<file path="src/design/scatr_pkg.sv">
`default_nettype none

package scatr_pkg;

	localparam int MAX_ATR_BYTES_DEF = 64;

	// width of the expected-length compare: 2 + 127 + 15 + 1 fits in 9 bits
	localparam int LEN_W = 9;

	localparam logic [3:0] KIND_TS      = 4'd0;
	localparam logic [3:0] KIND_T0      = 4'd1;
	localparam logic [3:0] KIND_TA      = 4'd2;
	localparam logic [3:0] KIND_TB      = 4'd3;
	localparam logic [3:0] KIND_TC      = 4'd4;
	localparam logic [3:0] KIND_TD      = 4'd5;
	localparam logic [3:0] KIND_HIST    = 4'd6;
	localparam logic [3:0] KIND_CHECK   = 4'd7;
	localparam logic [3:0] KIND_SURPLUS = 4'd8;

	localparam logic [7:0] TS_DIRECT   = 8'h3b;
	localparam logic [7:0] TA1_DEFAULT = 8'h11;
	localparam logic [3:0] PROTO_T0    = 4'd0;
	localparam logic [3:0] PROTO_T15   = 4'd15;
	localparam logic [5:0] GROUP_MAX   = 6'd63;
	localparam logic [6:0] IFACE_MAX   = 7'd127;

	typedef struct packed {
		logic [3:0]  byte_kind;
		logic [5:0]  group_index;
		logic        summary_valid;
		logic        direct_convention;
		logic        check_required;
		logic        checksum_good;
		logic        length_good;
		logic        offers_t0;
		logic        offers_t15;
		logic [3:0]  historical_count;
		logic [11:0] clock_rate_factor;
		logic [6:0]  baud_adjust_factor;
	} result_t;

	function automatic logic [11:0] fi_decode(input logic [3:0] code);
		logic [11:0] fi;
		case (code)
			4'd0:    fi = 12'd372;
			4'd1:    fi = 12'd372;
			4'd2:    fi = 12'd558;
			4'd3:    fi = 12'd744;
			4'd4:    fi = 12'd1116;
			4'd5:    fi = 12'd1488;
			4'd6:    fi = 12'd1860;
			4'd9:    fi = 12'd512;
			4'd10:   fi = 12'd768;
			4'd11:   fi = 12'd1024;
			4'd12:   fi = 12'd1536;
			4'd13:   fi = 12'd2048;
			default: fi = 12'd0;
		endcase
		return fi;
	endfunction

	function automatic logic [6:0] di_decode(input logic [3:0] code);
		logic [6:0] di;
		case (code)
			4'd1:    di = 7'd1;
			4'd2:    di = 7'd2;
			4'd3:    di = 7'd4;
			4'd4:    di = 7'd8;
			4'd5:    di = 7'd16;
			4'd6:    di = 7'd32;
			4'd7:    di = 7'd64;
			4'd8:    di = 7'd12;
			4'd9:    di = 7'd20;
			default: di = 7'd0;
		endcase
		return di;
	endfunction

endpackage

`default_nettype wire

</file>
<file path="src/design/scatr_core.sv">
`default_nettype none

module scatr_core #(
	parameter int MAX_ATR_BYTES = scatr_pkg::MAX_ATR_BYTES_DEF
) (
	input  wire logic                clk,
	input  wire logic                arst_n,
	input  wire logic                take,
	input  wire logic [7:0]          atr_byte,
	input  wire logic                last_byte,
	output scatr_pkg::result_t       res
);

	localparam int CNT_W = $clog2(MAX_ATR_BYTES + 1);
	localparam int LEN_W = scatr_pkg::LEN_W;

	typedef enum logic [4:0] {
		PH_TS    = 5'b00001,
		PH_T0    = 5'b00010,
		PH_IFACE = 5'b00100,
		PH_HIST  = 5'b01000,
		PH_TAIL  = 5'b10000
	} phase_t;

	logic [CNT_W-1:0] cnt_q, cnt_n;
	phase_t           phase_q, phase_n;
	logic [3:0]       pend_q, pend_n;
	logic [5:0]       grp_q, grp_n;
	logic [3:0]       hleft_q, hleft_n;
	logic [3:0]       htotal_q, htotal_n;
	logic [6:0]       iface_q, iface_n;
	logic [7:0]       xor_q, xor_n;
	logic             t0_q, t0_n;
	logic             t15_q, t15_n;
	logic [7:0]       ta1_q, ta1_n;
	logic             conv_q, conv_n;

	logic [LEN_W-1:0] exp_q, exp_n, cnt_ext, cnt_n_ext;
	logic [3:0]       proto;
	logic             req_q;
	logic [3:0]       pend_iface;

	assign exp_q     = LEN_W'(2) + LEN_W'(iface_q) + LEN_W'(htotal_q);
	assign cnt_ext   = LEN_W'(cnt_q);
	assign req_q     = !t0_q || t15_q;
	assign proto     = atr_byte[3:0];

	always_comb begin
		cnt_n     = cnt_q;
		phase_n   = phase_q;
		pend_n    = pend_q;
		grp_n     = grp_q;
		hleft_n   = hleft_q;
		htotal_n  = htotal_q;
		iface_n   = iface_q;
		xor_n     = xor_q;
		t0_n      = t0_q;
		t15_n     = t15_q;
		ta1_n     = ta1_q;
		conv_n    = conv_q;
		pend_iface = pend_q;
		res = '0;
		res.byte_kind = scatr_pkg::KIND_SURPLUS;

		if (cnt_q < CNT_W'(MAX_ATR_BYTES)) begin
			cnt_n = cnt_q + CNT_W'(1);
			if (phase_q != PH_TS)
				xor_n = xor_q ^ atr_byte;
			case (phase_q)
				PH_TS: begin
					res.byte_kind = scatr_pkg::KIND_TS;
					conv_n = (atr_byte == scatr_pkg::TS_DIRECT);
					phase_n = PH_T0;
				end
				PH_T0: begin
					res.byte_kind = scatr_pkg::KIND_T0;
					pend_n = atr_byte[7:4];
					hleft_n = atr_byte[3:0];
					htotal_n = atr_byte[3:0];
					grp_n = 6'd1;
					if (atr_byte[7:4] != 4'd0)
						phase_n = PH_IFACE;
					else if (atr_byte[3:0] != 4'd0)
						phase_n = PH_HIST;
					else
						phase_n = PH_TAIL;
				end
				PH_IFACE: begin
					res.group_index = grp_q;
					if (pend_q[0]) begin
						res.byte_kind = scatr_pkg::KIND_TA;
						pend_iface = pend_q & 4'b1110;
						if (grp_q == 6'd1)
							ta1_n = atr_byte;
					end else if (pend_q[1]) begin
						res.byte_kind = scatr_pkg::KIND_TB;
						pend_iface = pend_q & 4'b1100;
					end else if (pend_q[2]) begin
						res.byte_kind = scatr_pkg::KIND_TC;
						pend_iface = pend_q & 4'b1000;
					end else begin
						res.byte_kind = scatr_pkg::KIND_TD;
						// only TD1 and TD2 steer the protocol flags
						if (grp_q == 6'd1) begin
							t0_n  = (proto == scatr_pkg::PROTO_T0);
							t15_n = (proto == scatr_pkg::PROTO_T15);
						end else if (grp_q == 6'd2) begin
							if (proto == scatr_pkg::PROTO_T0)
								t0_n = 1'b1;
							if (proto == scatr_pkg::PROTO_T15)
								t15_n = 1'b1;
						end
						pend_iface = atr_byte[7:4];
						if (grp_q < scatr_pkg::GROUP_MAX)
							grp_n = grp_q + 6'd1;
					end
					pend_n = pend_iface;
					if (iface_q < scatr_pkg::IFACE_MAX)
						iface_n = iface_q + 7'd1;
					if (pend_iface == 4'd0)
						phase_n = (hleft_q != 4'd0) ? PH_HIST : PH_TAIL;
				end
				PH_HIST: begin
					res.byte_kind = scatr_pkg::KIND_HIST;
					if (hleft_q != 4'd0)
						hleft_n = hleft_q - 4'd1;
					if (hleft_n == 4'd0)
						phase_n = PH_TAIL;
				end
				default: begin
					res.byte_kind = (cnt_ext == exp_q && req_q) ?
						scatr_pkg::KIND_CHECK : scatr_pkg::KIND_SURPLUS;
				end
			endcase
		end

		cnt_n_ext = LEN_W'(cnt_n);
		exp_n = LEN_W'(2) + LEN_W'(iface_n) + LEN_W'(htotal_n);

		if (last_byte) begin
			res.summary_valid      = 1'b1;
			res.direct_convention  = conv_n;
			res.check_required     = !t0_n || t15_n;
			res.checksum_good      = (xor_n == 8'd0);
			res.length_good        = (phase_n == PH_HIST || phase_n == PH_TAIL) &&
				(cnt_n_ext == exp_n || cnt_n_ext == exp_n + LEN_W'(1));
			res.offers_t0          = t0_n;
			res.offers_t15         = t15_n;
			res.historical_count   = htotal_n;
			res.clock_rate_factor  = scatr_pkg::fi_decode(ta1_n[7:4]);
			res.baud_adjust_factor = scatr_pkg::di_decode(ta1_n[3:0]);
			// back to the reset state for the next answer
			cnt_n    = '0;
			phase_n  = PH_TS;
			pend_n   = 4'd0;
			grp_n    = 6'd1;
			hleft_n  = 4'd0;
			htotal_n = 4'd0;
			iface_n  = 7'd0;
			xor_n    = 8'd0;
			t0_n     = 1'b1;
			t15_n    = 1'b0;
			ta1_n    = scatr_pkg::TA1_DEFAULT;
			conv_n   = 1'b0;
		end
	end

	always_ff @(posedge clk or negedge arst_n) begin
		if (!arst_n) begin
			cnt_q    <= '0;
			phase_q  <= PH_TS;
			pend_q   <= 4'd0;
			grp_q    <= 6'd1;
			hleft_q  <= 4'd0;
			htotal_q <= 4'd0;
			iface_q  <= 7'd0;
			xor_q    <= 8'd0;
			t0_q     <= 1'b1;
			t15_q    <= 1'b0;
			ta1_q    <= scatr_pkg::TA1_DEFAULT;
			conv_q   <= 1'b0;
		end else if (take) begin
			cnt_q    <= cnt_n;
			phase_q  <= phase_n;
			pend_q   <= pend_n;
			grp_q    <= grp_n;
			hleft_q  <= hleft_n;
			htotal_q <= htotal_n;
			iface_q  <= iface_n;
			xor_q    <= xor_n;
			t0_q     <= t0_n;
			t15_q    <= t15_n;
			ta1_q    <= ta1_n;
			conv_q   <= conv_n;
		end
	end

endmodule

`default_nettype wire

</file>
<file path="src/design/scatr_outreg.sv">
`default_nettype none

module scatr_outreg (
	input  wire logic          clk,
	input  wire logic          arst_n,
	input  wire logic          load_valid,
	output logic               load_ready,
	input  wire scatr_pkg::result_t load_data,
	output logic               hold_valid,
	input  wire logic          hold_ready,
	output scatr_pkg::result_t hold_data
);

	logic               valid_q;
	scatr_pkg::result_t data_q;

	// a new result may enter when the register is empty or the held one leaves in the same cycle
	assign load_ready = !valid_q || hold_ready;
	assign hold_valid = valid_q;
	assign hold_data  = data_q;

	always_ff @(posedge clk or negedge arst_n) begin
		if (!arst_n) begin
			valid_q <= 1'b0;
		end else if (load_ready) begin
			valid_q <= load_valid;
		end
	end

	always_ff @(posedge clk) begin
		if (load_valid && load_ready)
			data_q <= load_data;
	end

endmodule

`default_nettype wire

</file>
<file path="src/design/smartcard_atr_parser.sv">
// answer-to-reset parser: one result per received atr byte
// input channel byte_valid/byte_ready carries atr_byte and last_byte; a
// transfer happens when both are high. output channel result_valid/
// result_ready carries the byte classification and, on the last byte, the
// answer summary (summary_valid high, summary fields zero otherwise).
// the result of a byte is registered and presented in the cycle after its transfer.
// throughput: one byte per cycle while byte_ready is high; the parse
// state is updated in the same cycle the byte is taken and the result lands
// in a single output register. while the receiver stalls, byte_ready stays
// high as long as the output register is empty or is being drained in that
// cycle; otherwise the input is held off until result_ready returns.
// after the last byte the parser returns to its idle state, ready for the
// next answer. reset (arst_n low) empties the output register and puts the
// parser in the idle state, expecting TS, with TA1 taken as 0x11.
// bytes beyond MAX_ATR_BYTES are reported as surplus and leave the state
// untouched.
`default_nettype none

module smartcard_atr_parser #(
	parameter int MAX_ATR_BYTES = scatr_pkg::MAX_ATR_BYTES_DEF
) (
	input  wire logic        clk,
	input  wire logic        arst_n,
	input  wire logic        byte_valid,
	output logic             byte_ready,
	input  wire logic [7:0]  atr_byte,
	input  wire logic        last_byte,
	output logic             result_valid,
	input  wire logic        result_ready,
	output logic [3:0]       byte_kind,
	output logic [5:0]       group_index,
	output logic             summary_valid,
	output logic             direct_convention,
	output logic             check_required,
	output logic             checksum_good,
	output logic             length_good,
	output logic             offers_t0,
	output logic             offers_t15,
	output logic [3:0]       historical_count,
	output logic [11:0]      clock_rate_factor,
	output logic [6:0]       baud_adjust_factor
);

	scatr_pkg::result_t step_res;
	scatr_pkg::result_t held_res;
	logic               take;

	assign take = byte_valid && byte_ready;

	scatr_core #(
		.MAX_ATR_BYTES(MAX_ATR_BYTES)
	) u_core (
		.clk      (clk),
		.arst_n   (arst_n),
		.take     (take),
		.atr_byte (atr_byte),
		.last_byte(last_byte),
		.res      (step_res)
	);

	scatr_outreg u_outreg (
		.clk       (clk),
		.arst_n    (arst_n),
		.load_valid(byte_valid),
		.load_ready(byte_ready),
		.load_data (step_res),
		.hold_valid(result_valid),
		.hold_ready(result_ready),
		.hold_data (held_res)
	);

	assign byte_kind          = held_res.byte_kind;
	assign group_index        = held_res.group_index;
	assign summary_valid      = held_res.summary_valid;
	assign direct_convention  = held_res.direct_convention;
	assign check_required     = held_res.check_required;
	assign checksum_good      = held_res.checksum_good;
	assign length_good        = held_res.length_good;
	assign offers_t0          = held_res.offers_t0;
	assign offers_t15         = held_res.offers_t15;
	assign historical_count   = held_res.historical_count;
	assign clock_rate_factor  = held_res.clock_rate_factor;
	assign baud_adjust_factor = held_res.baud_adjust_factor;

`ifndef SYNTHESIS
	a_ready_when_empty: assert property (@(posedge clk) disable iff (!arst_n)
		!result_valid |-> byte_ready)
		else $error("input held off while output register empty");

	a_kind_range: assert property (@(posedge clk) disable iff (!arst_n)
		result_valid |-> byte_kind <= scatr_pkg::KIND_SURPLUS)
		else $error("byte kind out of range");

	a_group_only_iface: assert property (@(posedge clk) disable iff (!arst_n)
		result_valid && (byte_kind == scatr_pkg::KIND_TS || byte_kind == scatr_pkg::KIND_T0 ||
		byte_kind == scatr_pkg::KIND_HIST || byte_kind == scatr_pkg::KIND_CHECK ||
		byte_kind == scatr_pkg::KIND_SURPLUS) |-> group_index == 6'd0)
		else $error("group index on a non-interface byte");

	a_summary_zero: assert property (@(posedge clk) disable iff (!arst_n)
		result_valid && !summary_valid |-> !direct_convention && !check_required &&
		!checksum_good && !length_good && !offers_t0 && !offers_t15 &&
		historical_count == 4'd0 && clock_rate_factor == 12'd0 &&
		baud_adjust_factor == 7'd0)
		else $error("summary fields set without summary_valid");

	a_check_on_tail: assert property (@(posedge clk) disable iff (!arst_n)
		result_valid && byte_kind == scatr_pkg::KIND_CHECK && summary_valid |->
		check_required)
		else $error("check byte reported while TCK not required");
`endif

endmodule

`default_nettype wire
</file>
<file path="config.mk">
export PLATFORM = sky130hd
export DESIGN_NAME = smartcard_atr_parser
export DESIGN_NICKNAME = d
export VERILOG_FILES = /design/src/design/scatr_pkg.sv /design/src/design/scatr_core.sv /design/src/design/scatr_outreg.sv /design/src/design/smartcard_atr_parser.sv
export SDC_FILE = /design/constraint.sdc
export NUM_CORES = 1
export LEC_CHECK = 0
export BUFFER_PORTS_ARGS = -buffer_cell sky130_fd_sc_hd__buf_2
export CORE_UTILIZATION = 50
export DETAILED_ROUTE_END_ITERATION = 8
export PLACE_DENSITY = 0.69
export SKIP_CTS_REPAIR_TIMING = 1
export SYNTH_ARGS = -nofsm -noshare
export SYNTH_HDL_FRONTEND = slang
export SYNTH_SLANG_ARGS = --single-unit
</file>
<file path="constraint.sdc">
create_clock -name clk -period 5.6 [get_ports clk]
set_clock_uncertainty 0.1 [all_clocks]
set_input_delay 0.84 -clock clk [delete_from_list [all_inputs] [get_ports clk]]
set_output_delay 0.84 -clock clk [all_outputs]
set_load 0.01 [all_outputs]
</file>
After elaboration in Yosys (flattened, before gate mapping)
Memories as Yosys holds them, arrays and structs flattened.
Index checks and enable logic that the tools add are counted.
Word-level totals
  register bits after elaboration: 97
  memory bits (read-only): 288
  word-level logic and storage cells: 156
  memory bits (writable): 0
  latch bits: 0
  bits of input ports: 13
  memories kept: 2
Operators by class
  divide/modulo/power cells: 0
  add/sub/neg operators: 9
  reductions and logical operators: 25
  magnitude comparators: 3
  equality and inequality tests: 18
  bitwise logic cells: 1
  $mul: 0
  shift-type cells: 0
  muxes and demuxes: 73
Memory list
  (name not given): words 16, bits a word 11, read ports 1, clocked after Yosys merged registers in 0, wr ports 0, RTL line scatr_pkg.sv:44  | case (code)
  (name not given): words 16, bits a word 7, read ports 1, clocked after Yosys merged registers in 0, wr ports 0, RTL line scatr_pkg.sv:64  | case (code)
Operators by type and width (count)
  two-way mux 4 bit: 18
  two-way mux 8 bit: 8
  two-way mux 7 bit: 6
  two-way mux 6 bit: 6
  two-way mux 5 bit: 7
  two-way mux 30 bit: 1
  == test 7 x 9 -> 1 bit: 3
  two-way mux 1 bit: 22
  one-hot mux 5 bit (4 select lines): 1
  adder 9 x 4 -> 9 bit: 2
  adder 2 x 7 -> 8 bit, first input constant: 2
  one-hot mux 4 bit (2 select lines): 2
  one-hot mux 4 bit (4 select lines): 1
  adder 7 x 1 -> 7 bit, second input constant: 2
  less-than comparator 7 bit, second input constant: 2
  logical NOT 4 bit: 3
  one-hot mux 6 bit (2 select lines): 1
  nonzero test 4 bit: 3
  == test 5 x 4 -> 1 bit, second input constant: 2
  adder 9 x 1 -> 9 bit, second input constant: 1
  != test 3 bit, second input constant: 3
  == test 8 x 6 -> 1 bit, second input constant: 1
  logical NOT 8 bit: 1
  bitwise XOR 8 bit: 1
  20 further kinds: 30

Depth between registers and ports, before layout
Gate-level depths: netlist (run 1).
  depth after elaboration: 13
  depth in mapped cells: 19
  depth with buffers taken out: 18

By module
Synthesis (run 1) repeated with hierarchy kept, for this count alone.
Unflattened totals
  cell total of the unflattened synthesis: 665
  area, all modules: 6271.0 µm²
By module, submodules not included
  scatr_core: cells an instance 620, area each 5009.8 µm², instances 1, sequential area each 1407.6 µm²
  scatr_outreg: cells an instance 44, area each 1255.0 µm², instances 1, sequential area each 1226.2 µm²
  smartcard_atr_parser: cells an instance 1, area each 6.3 µm², instances 1, sequential area each 0.0 µm²

Least setup slack after synthesis (run 1)
No wires, ideal clock.
  path type: reg-to-reg
  start point: register u_core.cnt_q[6]
  end point: register u_outreg.data_q, in the netlist u_outreg.hold_data[25] (data pin)
  stages on the path, launching flop included: 19
  clock period less this slack: 4.094 ns
  path slack: 1.506 ns
  data arrival time: 3.841 ns
  required time: 5.348 ns
  path through: dfrtp_1 > buf_2 > or3_1 > buf_2 > nor2_1 > nand3_1 > mux2i_1 > inv_1 > ha_1 > fa_1 > a21oi_1 > nor2_1 > nor2_1 > xnor2_1 > xor2_1 > or4_1 > a21boi_1 > o2111ai_1 > o22ai_1
Between the ends
  cells in the longest elaborated chain, start to end: 8
  elaborated cells on any way between the ends: 16
RTL lines
  start: declaration: RTL line scatr_core.sv:25  | logic [CNT_W-1:0] cnt_q, cnt_n;
  start signal: assignment: RTL line scatr_core.sv:183  | cnt_q <= cnt_n;
  less-than comparator 7 bit: RTL line scatr_core.sv:65  | if (cnt_q < CNT_W'(MAX_ATR_BYTES)) begin
  two-way mux 7 bit: RTL line scatr_core.sv:65
  adder 2 x 7 -> 8 bit: RTL line scatr_core.sv:138  | exp_n = LEN_W'(2) + LEN_W'(iface_n) + LEN_W'(htotal_n);
  adder 9 x 4 -> 9 bit: RTL line scatr_core.sv:138
  adder 9 x 1 -> 9 bit: RTL line scatr_core.sv:146  | (cnt_n_ext == exp_n || cnt_n_ext == exp_n + LEN_W'(1));
  == test 7 x 9 -> 1 bit: RTL line scatr_core.sv:146
  logical OR 1 bit: RTL line scatr_core.sv:146
  logical AND 1 bit *: RTL line scatr_core.sv:145  | res.length_good = (phase_n == PH_HIST || phase_n == PH_TAIL) &&
  end signal: assignment: RTL line scatr_outreg.sv:32  | data_q <= load_data;
  end: declaration: RTL line scatr_outreg.sv:15  | scatr_pkg::result_t data_q;
Every way passes the cells marked *; elsewhere a longest branch is shown, timed or not.
A chain may end at the register's enable or synchronous reset.

Worst setup path in the final report (run 1)
  start point: register u_core.phase_q[2]
  end point: register u_outreg.data_q, in the netlist u_outreg.hold_data[25] (data pin)
Between the ends
  cells in the longest elaborated chain, start to end: 9
  elaborated cells on any way between the ends: 22
RTL lines
  start: declaration: RTL line scatr_core.sv:26  | phase_t phase_q, phase_n;
  start signal: assignment: RTL line scatr_core.sv:184  | phase_q <= phase_n;
  == test 5 x 3 -> 1 bit: RTL line scatr_core.sv:69  | case (phase_q)
  two-way mux 7 bit: RTL line scatr_core.sv:69
  two-way mux 7 bit: RTL line scatr_core.sv:65
  adder 2 x 7 -> 8 bit: RTL line scatr_core.sv:138
  adder 9 x 4 -> 9 bit: RTL line scatr_core.sv:138
  adder 9 x 1 -> 9 bit: RTL line scatr_core.sv:146
  == test 7 x 9 -> 1 bit: RTL line scatr_core.sv:146
  logical OR 1 bit: RTL line scatr_core.sv:146
  logical AND 1 bit *: RTL line scatr_core.sv:145
Marked as above.

==> results of run 1 <==
==> through the flow <==
| stage | hold slack, ns | instance area [um2] | cells | util [%] | setup slack, ns |
|---|---|---|---|---|---|
| 2_1_floorplan | 0.346 | 6320 | 714 | - | 1.51 |
| 3_3_place_gp | 0.361 | 6680 | 903 | 55.0 | 1.22 |
| 3_5_place_dp | 0.371 | 6680 | 903 | 55.0 | 1.02 |
| 4_1_cts | 0.386 | 7030 | 919 | 57.8 | 0.983 |
| 5_1_grt | 0.408 | 7030 | 919 | 57.8 | 0.524 |
| 6_report | 0.384 | 7030 | 919 | 57.8 | 0.942 |
==> sequential cells by signal, indices dropped and copies added (netlist names) <==
register / cells
u_core.pend_q: 4
u_core.hleft_q: 4
u_core.iface_q: 7
u_outreg.hold_valid: 1
u_core.phase_q: 5
u_core.t0_q: 1
u_core.grp_q: 6
u_core.conv_q: 1
u_core.xor_q: 8
u_core.htotal_q: 4
u_core.cnt_q: 7
u_outreg.hold_data: 39
u_core.ta1_q: 8
u_core.t15_q: 1
==> layer usage <==
layer | share of wire [%] | routed length (um) | global-route usage [%]
met2 | 50 | 8070 | 45.1
met5 | 0 | 0 | 0
met3 | 4.2 | 678 | 3.23
met4 | 1.9 | 314 | 9.96
met1 | 44 | 7100 | 32.0
==> synthesized netlist by cell type, drive strengths merged, types with 9 or more instances <==
| cell | n | share of area [%] |
|---|---|---|
| xnor2 | 32 | 4.4 |
| ha | 22 | 4.4 |
| o31ai | 11 | 1.3 |
| nor2 | 52 | 3.2 |
| o21ai | 70 | 5.5 |
| nand2b | 13 | 1.3 |
| nor3 | 31 | 2.5 |
| nor4 | 9 | 0.99 |
| nand2 | 85 | 5.0 |
| nand3 | 24 | 1.9 |
| inv | 27 | 1.6 |
| and3 | 9 | 0.89 |
| clkbuf | 31 | 1.8 |
| xor2 | 16 | 2.2 |
| mux2i | 14 | 2.3 |
| a31oi | 12 | 1.2 |
| buf | 9 | 0.89 |
| a21oi | 45 | 3.7 |
| dfrtp | 52 | 21 |
| edfxtp | 39 | 19 |
==> cell type report <==
class / instances / area share, %
clock inverters: 7 / 1.69
clock buffers: 9 / 3.20
well taps: 168 / 2.99
inverters: 28 / 1.50
multi-input cells: 550 / 48.9
repair buffers: 61 / 4.63
flip-flops and latches: 96 / 37.0
==> power by group <==
| group | switching (W) | internal [W] |
|---|---|---|
| logic | 0.000429 | 0.000276 |
| registers | 0.000111 | 0.000831 |
| clock network | 0.000281 | 0.000438 |
| total | 0.000821 | 0.00155 |
==> final timing paths <==
check | to | depth (start not counted) | slack (ns)
setup / recovery | u_outreg.hold_data[25]$_SDFFCE_PN0P_ | 16 | 0.94
hold / removal | u_core.ta1_q[7]$_DFFE_PN0P_ | 2 | 0.38
setup reg to reg | u_outreg.hold_data[25]$_SDFFCE_PN0P_ | 16 | 0.94
hold reg to reg | u_core.ta1_q[7]$_DFFE_PN0P_ | 2 | 0.38
max in group asynchronous | u_core.pend_q[1]$_DFFE_PN0P_ | 2 | 4.34
min in group asynchronous | u_core.cnt_q[5]$_DFFE_PN0P_ | 2 | 0.53
==> critical path, delay by kind of cell, from the launching register on <==
family / cells / cell delay [ns]
xor gates and xnor gates: 2 / 0.29
muxes: 1 / 0.18
and+or+nand+nor: 4 / 1.23
buffers and inverters: 1 / 0.06
DFF: 1 / 0.52
adders and majority gates: 2 / 0.53
AOI/OAI and AO/OA: 6 / 1.51
==> cell families after synthesis <==
family / Yosys count / synth area share [%]
multiplexers: 18 / 2.99
other: 1 / 0.0593
XOR/XNOR: 49 / 7.01
AO/OA/AOI/OAI: 187 / 18.0
buffers and inverters: 68 / 4.39
flip-flops: 96 / 41.2
AND/OR/NAND/NOR: 271 / 21.3
adder cells (fa/ha/maj): 24 / 4.99
==> results summary, run 1 <==
The run finished with clean final reports. After detailed routing, the number of remaining DRC violations is 0. The number of CTS-inserted buffers is 9.

The critical path starts at u_core.phase_q[2]$_DFFE_PN0P_. The fraction of layout cells with a size suffix above 1 is 13.0%. Data on the critical path arrives at its endpoint at 4.66 ns. The initial core utilization is 52.0%.

The number of endpoints failing setup at the final stage is 0. Synthesis produced a netlist with a net count of 751. The worst flop-to-flop path startpoint is u_core.phase_q[2]$_DFFE_PN0P_. The number of warning messages in the yosys log is 0. The total power per unit cell area is 337 mW/mm2. The number of enable flip-flop cells after synthesis is 39. CTS placed an instance of clkbuf_16 at the clock tree root. The standard cell with the maximum stage delay on the critical path is or3b_1. Traced cell by cell, the critical path runs through or3b_1 > nor2_4 > and2_1 > nand2_1 > xnor2_1 > ha_1 > xnor2_1 > ha_1 > inv_1 > o21bai_1 > mux2i_1 > a2111oi_0 > a211oi_2 > a21boi_1 > o2111ai_1 > o22ai_1. TritonCTS built the clock tree. The insertion delay to the later sink of the worst-skew pair came out at 0.35 ns.

The final max-slew violation count came out at 0. Using the TritonRoute via totals, the vias-per-cell ratio works out to 5.97. The critical path in this run is classified as reg2reg. In this run the horizontal extent of the chip is 114 um. The most used flip-flop cell after synthesis is dfrtp_1. The static leakage power is 2.88 nW. In this run the remaining antenna-violating nets after routing total 0. The flip-flop and latch count after synthesis is 96. The total of fill cells in the finished design is 1094.

The maximum cell stage delay along the critical path is 0.57 ns. The area of all sequential standard cells came out at 0.00260 mm2. After clock tree synthesis, the clock-pin slew on the worst setup and hold paths is 0.07 ns. The sequential area share after synthesis is 41.2%. Clock tree synthesis found a total of 96 sinks. Synthesis produced 714 cells. The tightest slew margin relative to the limit is 36.4%. The average instance area after synthesis is 8.85 um2. The height of the die came out at 114 um.

Leaving out fill and tap cells, the most frequent cells in the layout are 85 x nand2_1, 67 x o21ai_0, 53 x buf_2. The category of the worst setup path capture point is a flop. STA classifies the critical path startpoint as a flop. The overall power after layout came out at 0.00237 W. The post-route fraction of the period consumed by the critical path came out at 83.2%. The congestion estimate from routability-driven global placement came to 0.941. The half-perimeter wire length after placement came out at 11400 um. The number of core rows is 40.

For the final routed database, the setup TNS stands at 0 ns. Of all nets on the critical path, the largest fanout is 10. The standard cell core area is 0.0122 mm2. The die footprint came out at 0.0131 mm2.

The final critical delay including setup and external delays came out at 4.66 ns. The proportion of synthesized flip-flops having asynchronous set or reset is 59.4%. The number of global-route vias before repair is 5159. The final-report hold violation count is 0. After synthesis the cells add up to 0.00632 mm2. The net count of the finished layout is 783. The via count came out at 5484. The H-tree depth is 3. The library cell used most frequently in the layout, excluding fill and tap cells, is nand2_1. The worst hold path begins at u_core.ta1_q[7]$_DFFE_PN0P_. Entering global routing, the biggest net connects 58 pins. The starting DRC count in detailed routing is 409.

From synthesis to final layout, the design area changed by 11.2%. In this run the worst hold path is classified as reg2reg. After synthesis, the netlist uses 68 different library cells. The number of antenna cells inserted came out at 0. Across the run, the number of max-cap violations was 0.

The first-pass GRT wire length came out at 26000 um. The data required time of the worst path came out at 5.60 ns. The maximum ir drop on the vdd rail is 0.178 mV. In the global route stage, overall resource usage came out at 25.6%. Setup repair after global routing left no endpoint under its margin. After detailed routing, the average wire length per cell comes to 17.6 um. The total area of multi-input combinational cells is 0.00344 mm2. The iteration count of the initial detailed-routing pass came out at 6.

The wire length reported by the detailed router is 16200 um. The clock tree buffer depth is 2. The overflow left after global routing came out at 0. The actual transition at the worst max-transition pin came out at 0.952 ns.

The top-level I/O count came out at 55. The count of buffers inserted at the top-level ports came out at 53. The initial antenna violation count is 0. The upper clock frequency limit came out at 215 MHz.
Note: power is estimated with default switching activity, not from simulation.
==> run 2: changes to the inputs <==
==> constraint.sdc (replaced) <==
create_clock -name clk -period 4.7 [get_ports clk]
set_clock_uncertainty 0.1 [all_clocks]
set_input_delay 0.705 -clock clk [delete_from_list [all_inputs] [get_ports clk]]
set_output_delay 0.705 -clock clk [all_outputs]
set_load 0.01 [all_outputs]
==> results summary, run 2 (synthesis results as in run 1) <==
The via count came out at 5445 (-0.71%). The maximum cell stage delay along the critical path came out at 0.57 ns (about the same). The initial antenna violation count was 0 (unchanged). The static leakage power was 2.92 nW (+1.3%). The slowest stage of the critical path is the or3b_1 cell. The total of fill cells in the finished design is 1115 (+1.9%). The element type at the critical path start is a flop.

The global placement routability congestion came to 0.914 (-2.9%). The clock tree buffer depth came out at 2 (unchanged). The final critical delay including setup and external delays is 4.38 ns (-0.279 ns).

The overflow left after global routing came out at 0 (unchanged). The via density per instance is 5.87 (-1.6%). The standard cell core area came out at 0.0122 mm2 (unchanged).

The iteration count of the initial detailed-routing pass is 5 (-1). In the layout the commonest cells are 85 x nand2_1, 67 x o21ai_0, 53 x buf_2. Traced cell by cell, the critical path runs through or3b_1 > nor2_4 > and2_1 > nand2_1 > xnor2_1 > ha_1 > xnor2_1 > ha_1 > inv_1 > o21bai_2 > mux2i_1 > a211o_1 > a211oi_2 > o211ai_1 > mux2i_1 > o22ai_1. The clock sink count is 96 (unchanged). The number of CTS-inserted buffers is 9 (unchanged). The type of the tightest min-delay check is in2async. The die footprint is 0.0131 mm2 (unchanged). The arrival time reported for the critical path endpoint was 4.38 ns (-0.28 ns).

The first-pass GRT wire length came out at 26000 um (about the same). The half-perimeter wire length after placement came out at 11400 um (-0.10%). The starting DRC count in detailed routing is 489 (+20%). The floorplan die width came to 114 um (unchanged). The total global-route track usage came out at 25.8% (+0.20 points). The final max-slew violation count is 0 (unchanged). The commonest non-fill, non-tap cell in the layout is nand2_1. The clock slew seen by the registers of the worst setup and hold paths came out at 0.06 ns (about the same).

The number of antenna cells inserted is 0 (unchanged). The remaining antenna violation count is 0 (unchanged). The total power per unit cell area is 391 mW/mm2 (+16%). The worst setup path is captured at a flop. The initial core utilization came to 52.0% (unchanged). The H-tree depth came out at 3 (unchanged).

The wire length reported by the detailed router was 16000 um (-0.92%). The insertion delay to the later sink of the worst-skew pair came out at 0.35 ns (about the same). The largest net degree at the start of global routing came out at 46 (-21%). The layout-stage area growth over the synthesis result came out at 12.0%. The fraction of layout cells with a size suffix above 1 came out at 14.1% (+1.0 points). The maximum fanout along the worst path was 10 (unchanged).

The worst hold-check slack is 0.260 ns (-0.124 ns). The number of endpoints failing setup at the final stage came to 0 (unchanged). The final-report hold violation count is 0 (unchanged). The final layout net count is 791 (+1.0%).

The tightest slew margin relative to the limit is 44.2% (+7.8 points). The overall power after layout came out at 0.00277 W (+17%). The critical path class is reg2reg. The flip-flop count of the largest register, all copies and words added is 39 (unchanged).

The flow ran to the end, and the final reports show no timing, DRC or antenna violations. The number of max-capacitance violations reported came out at 0 (unchanged). The routed length per placed instance came out at 17.3 um (-1.8%). The upper clock frequency limit came out at 228 MHz (+6.4%).

The count of buffers inserted at the top-level ports came out at 53 (unchanged). The CTS tree is yes. The count of unresolved DRC violations after routing came to 0 (unchanged).

The number of core rows came to 40 (unchanged). The number of global-route vias before repair is 5121 (-0.74%). The post-route fraction of the period consumed by the critical path is 93.2% (+10 points).

The height of the die came out at 114 um (unchanged). The library cell used as clock root buffer is clkbuf_16. The maximum ir drop on the vdd rail was 0.221 mV (+24%). The top-level I/O count came out at 55 (unchanged). The data required time of the worst path is 4.70 ns (-0.90 ns). The actual transition at the worst max-transition pin came to 0.814 ns (-0.138 ns).
## run 2: layer usage
metal	global-route usage [%]	vias to the layer above	share of wire, %
li1	-	2661	-
met1	32.8	2611	45
met2	45.0	148	49
met3	3.44	25	3.7
met4	9.18	0	1.9
met5	0	-	0
## run 2: final timing paths
path                       cells after the start                          start                                   end  slack (ns)
min in group clk                               2    u_core.ta1_q[3]$_DFFE_PN0P_           u_core.ta1_q[3]$_DFFE_PN0P_        0.38
min reg2reg                                    2    u_core.ta1_q[3]$_DFFE_PN0P_           u_core.ta1_q[3]$_DFFE_PN0P_        0.38
max                                           16  u_core.phase_q[2]$_DFFE_PN0P_  u_outreg.hold_data[25]$_SDFFCE_PN0P_        0.32
max reg2reg                                   16  u_core.phase_q[2]$_DFFE_PN0P_  u_outreg.hold_data[25]$_SDFFCE_PN0P_        0.32
min                                            1                         arst_n         u_core.iface_q[3]$_DFFE_PN0P_        0.26
max in group asynchronous                      2                         arst_n           u_core.ta1_q[4]$_DFFE_PN1P_        3.32
## run 2: layout make-up
cell class              count  area, um2  area share (%)
flip-flops and latches     96       2600            36.8
well taps                 168        210            2.97
repair buffers             69        385            5.44
clock inverters             3       45.0           0.636
inverters                  28        105            1.48
multi-input cells         550       3450            48.7
clock buffers              13        282            3.98
## run 2: power by group
part / leakage, nW / total (W) / internal, W / switching (W)
registers: 1.14 / 0.00111 / 0.000991 / 0.000116
clock network: 0.162 / 0.000789 / 0.000475 / 0.000314
logic: 1.62 / 0.000871 / 0.000340 / 0.000531
## run 2: worst max-delay path: cells and delay by family, from the launching register on
kind	cells	cell delay, ns
buf+inv	1	0.08
flops	1	0.51
simple gates	4	1.04
xor+xnor	2	0.29
fa+ha+maj	2	0.52
mux	2	0.35
compound gates	5	1.23
## run 2: stage by stage
| step | area (um2) | cells | setup TNS, ns | setup slack (ns) | utilization, % |
|---|---|---|---|---|---|
| after floorplan | 6320 | 714 | 0 | 0.606 | - |
| after global placement | 6740 | 911 | 0 | 0.433 | 55.5 |
| after detailed placement | 6740 | 911 | 0 | 0.275 | 55.5 |
| after CTS | 7070 | 927 | 0 | 0.260 | 58.1 |
| after global routing | 7080 | 927 | -0.0143 | -0.0143 | 58.2 |
| final | 7080 | 927 | 0 | 0.322 | 58.2 |
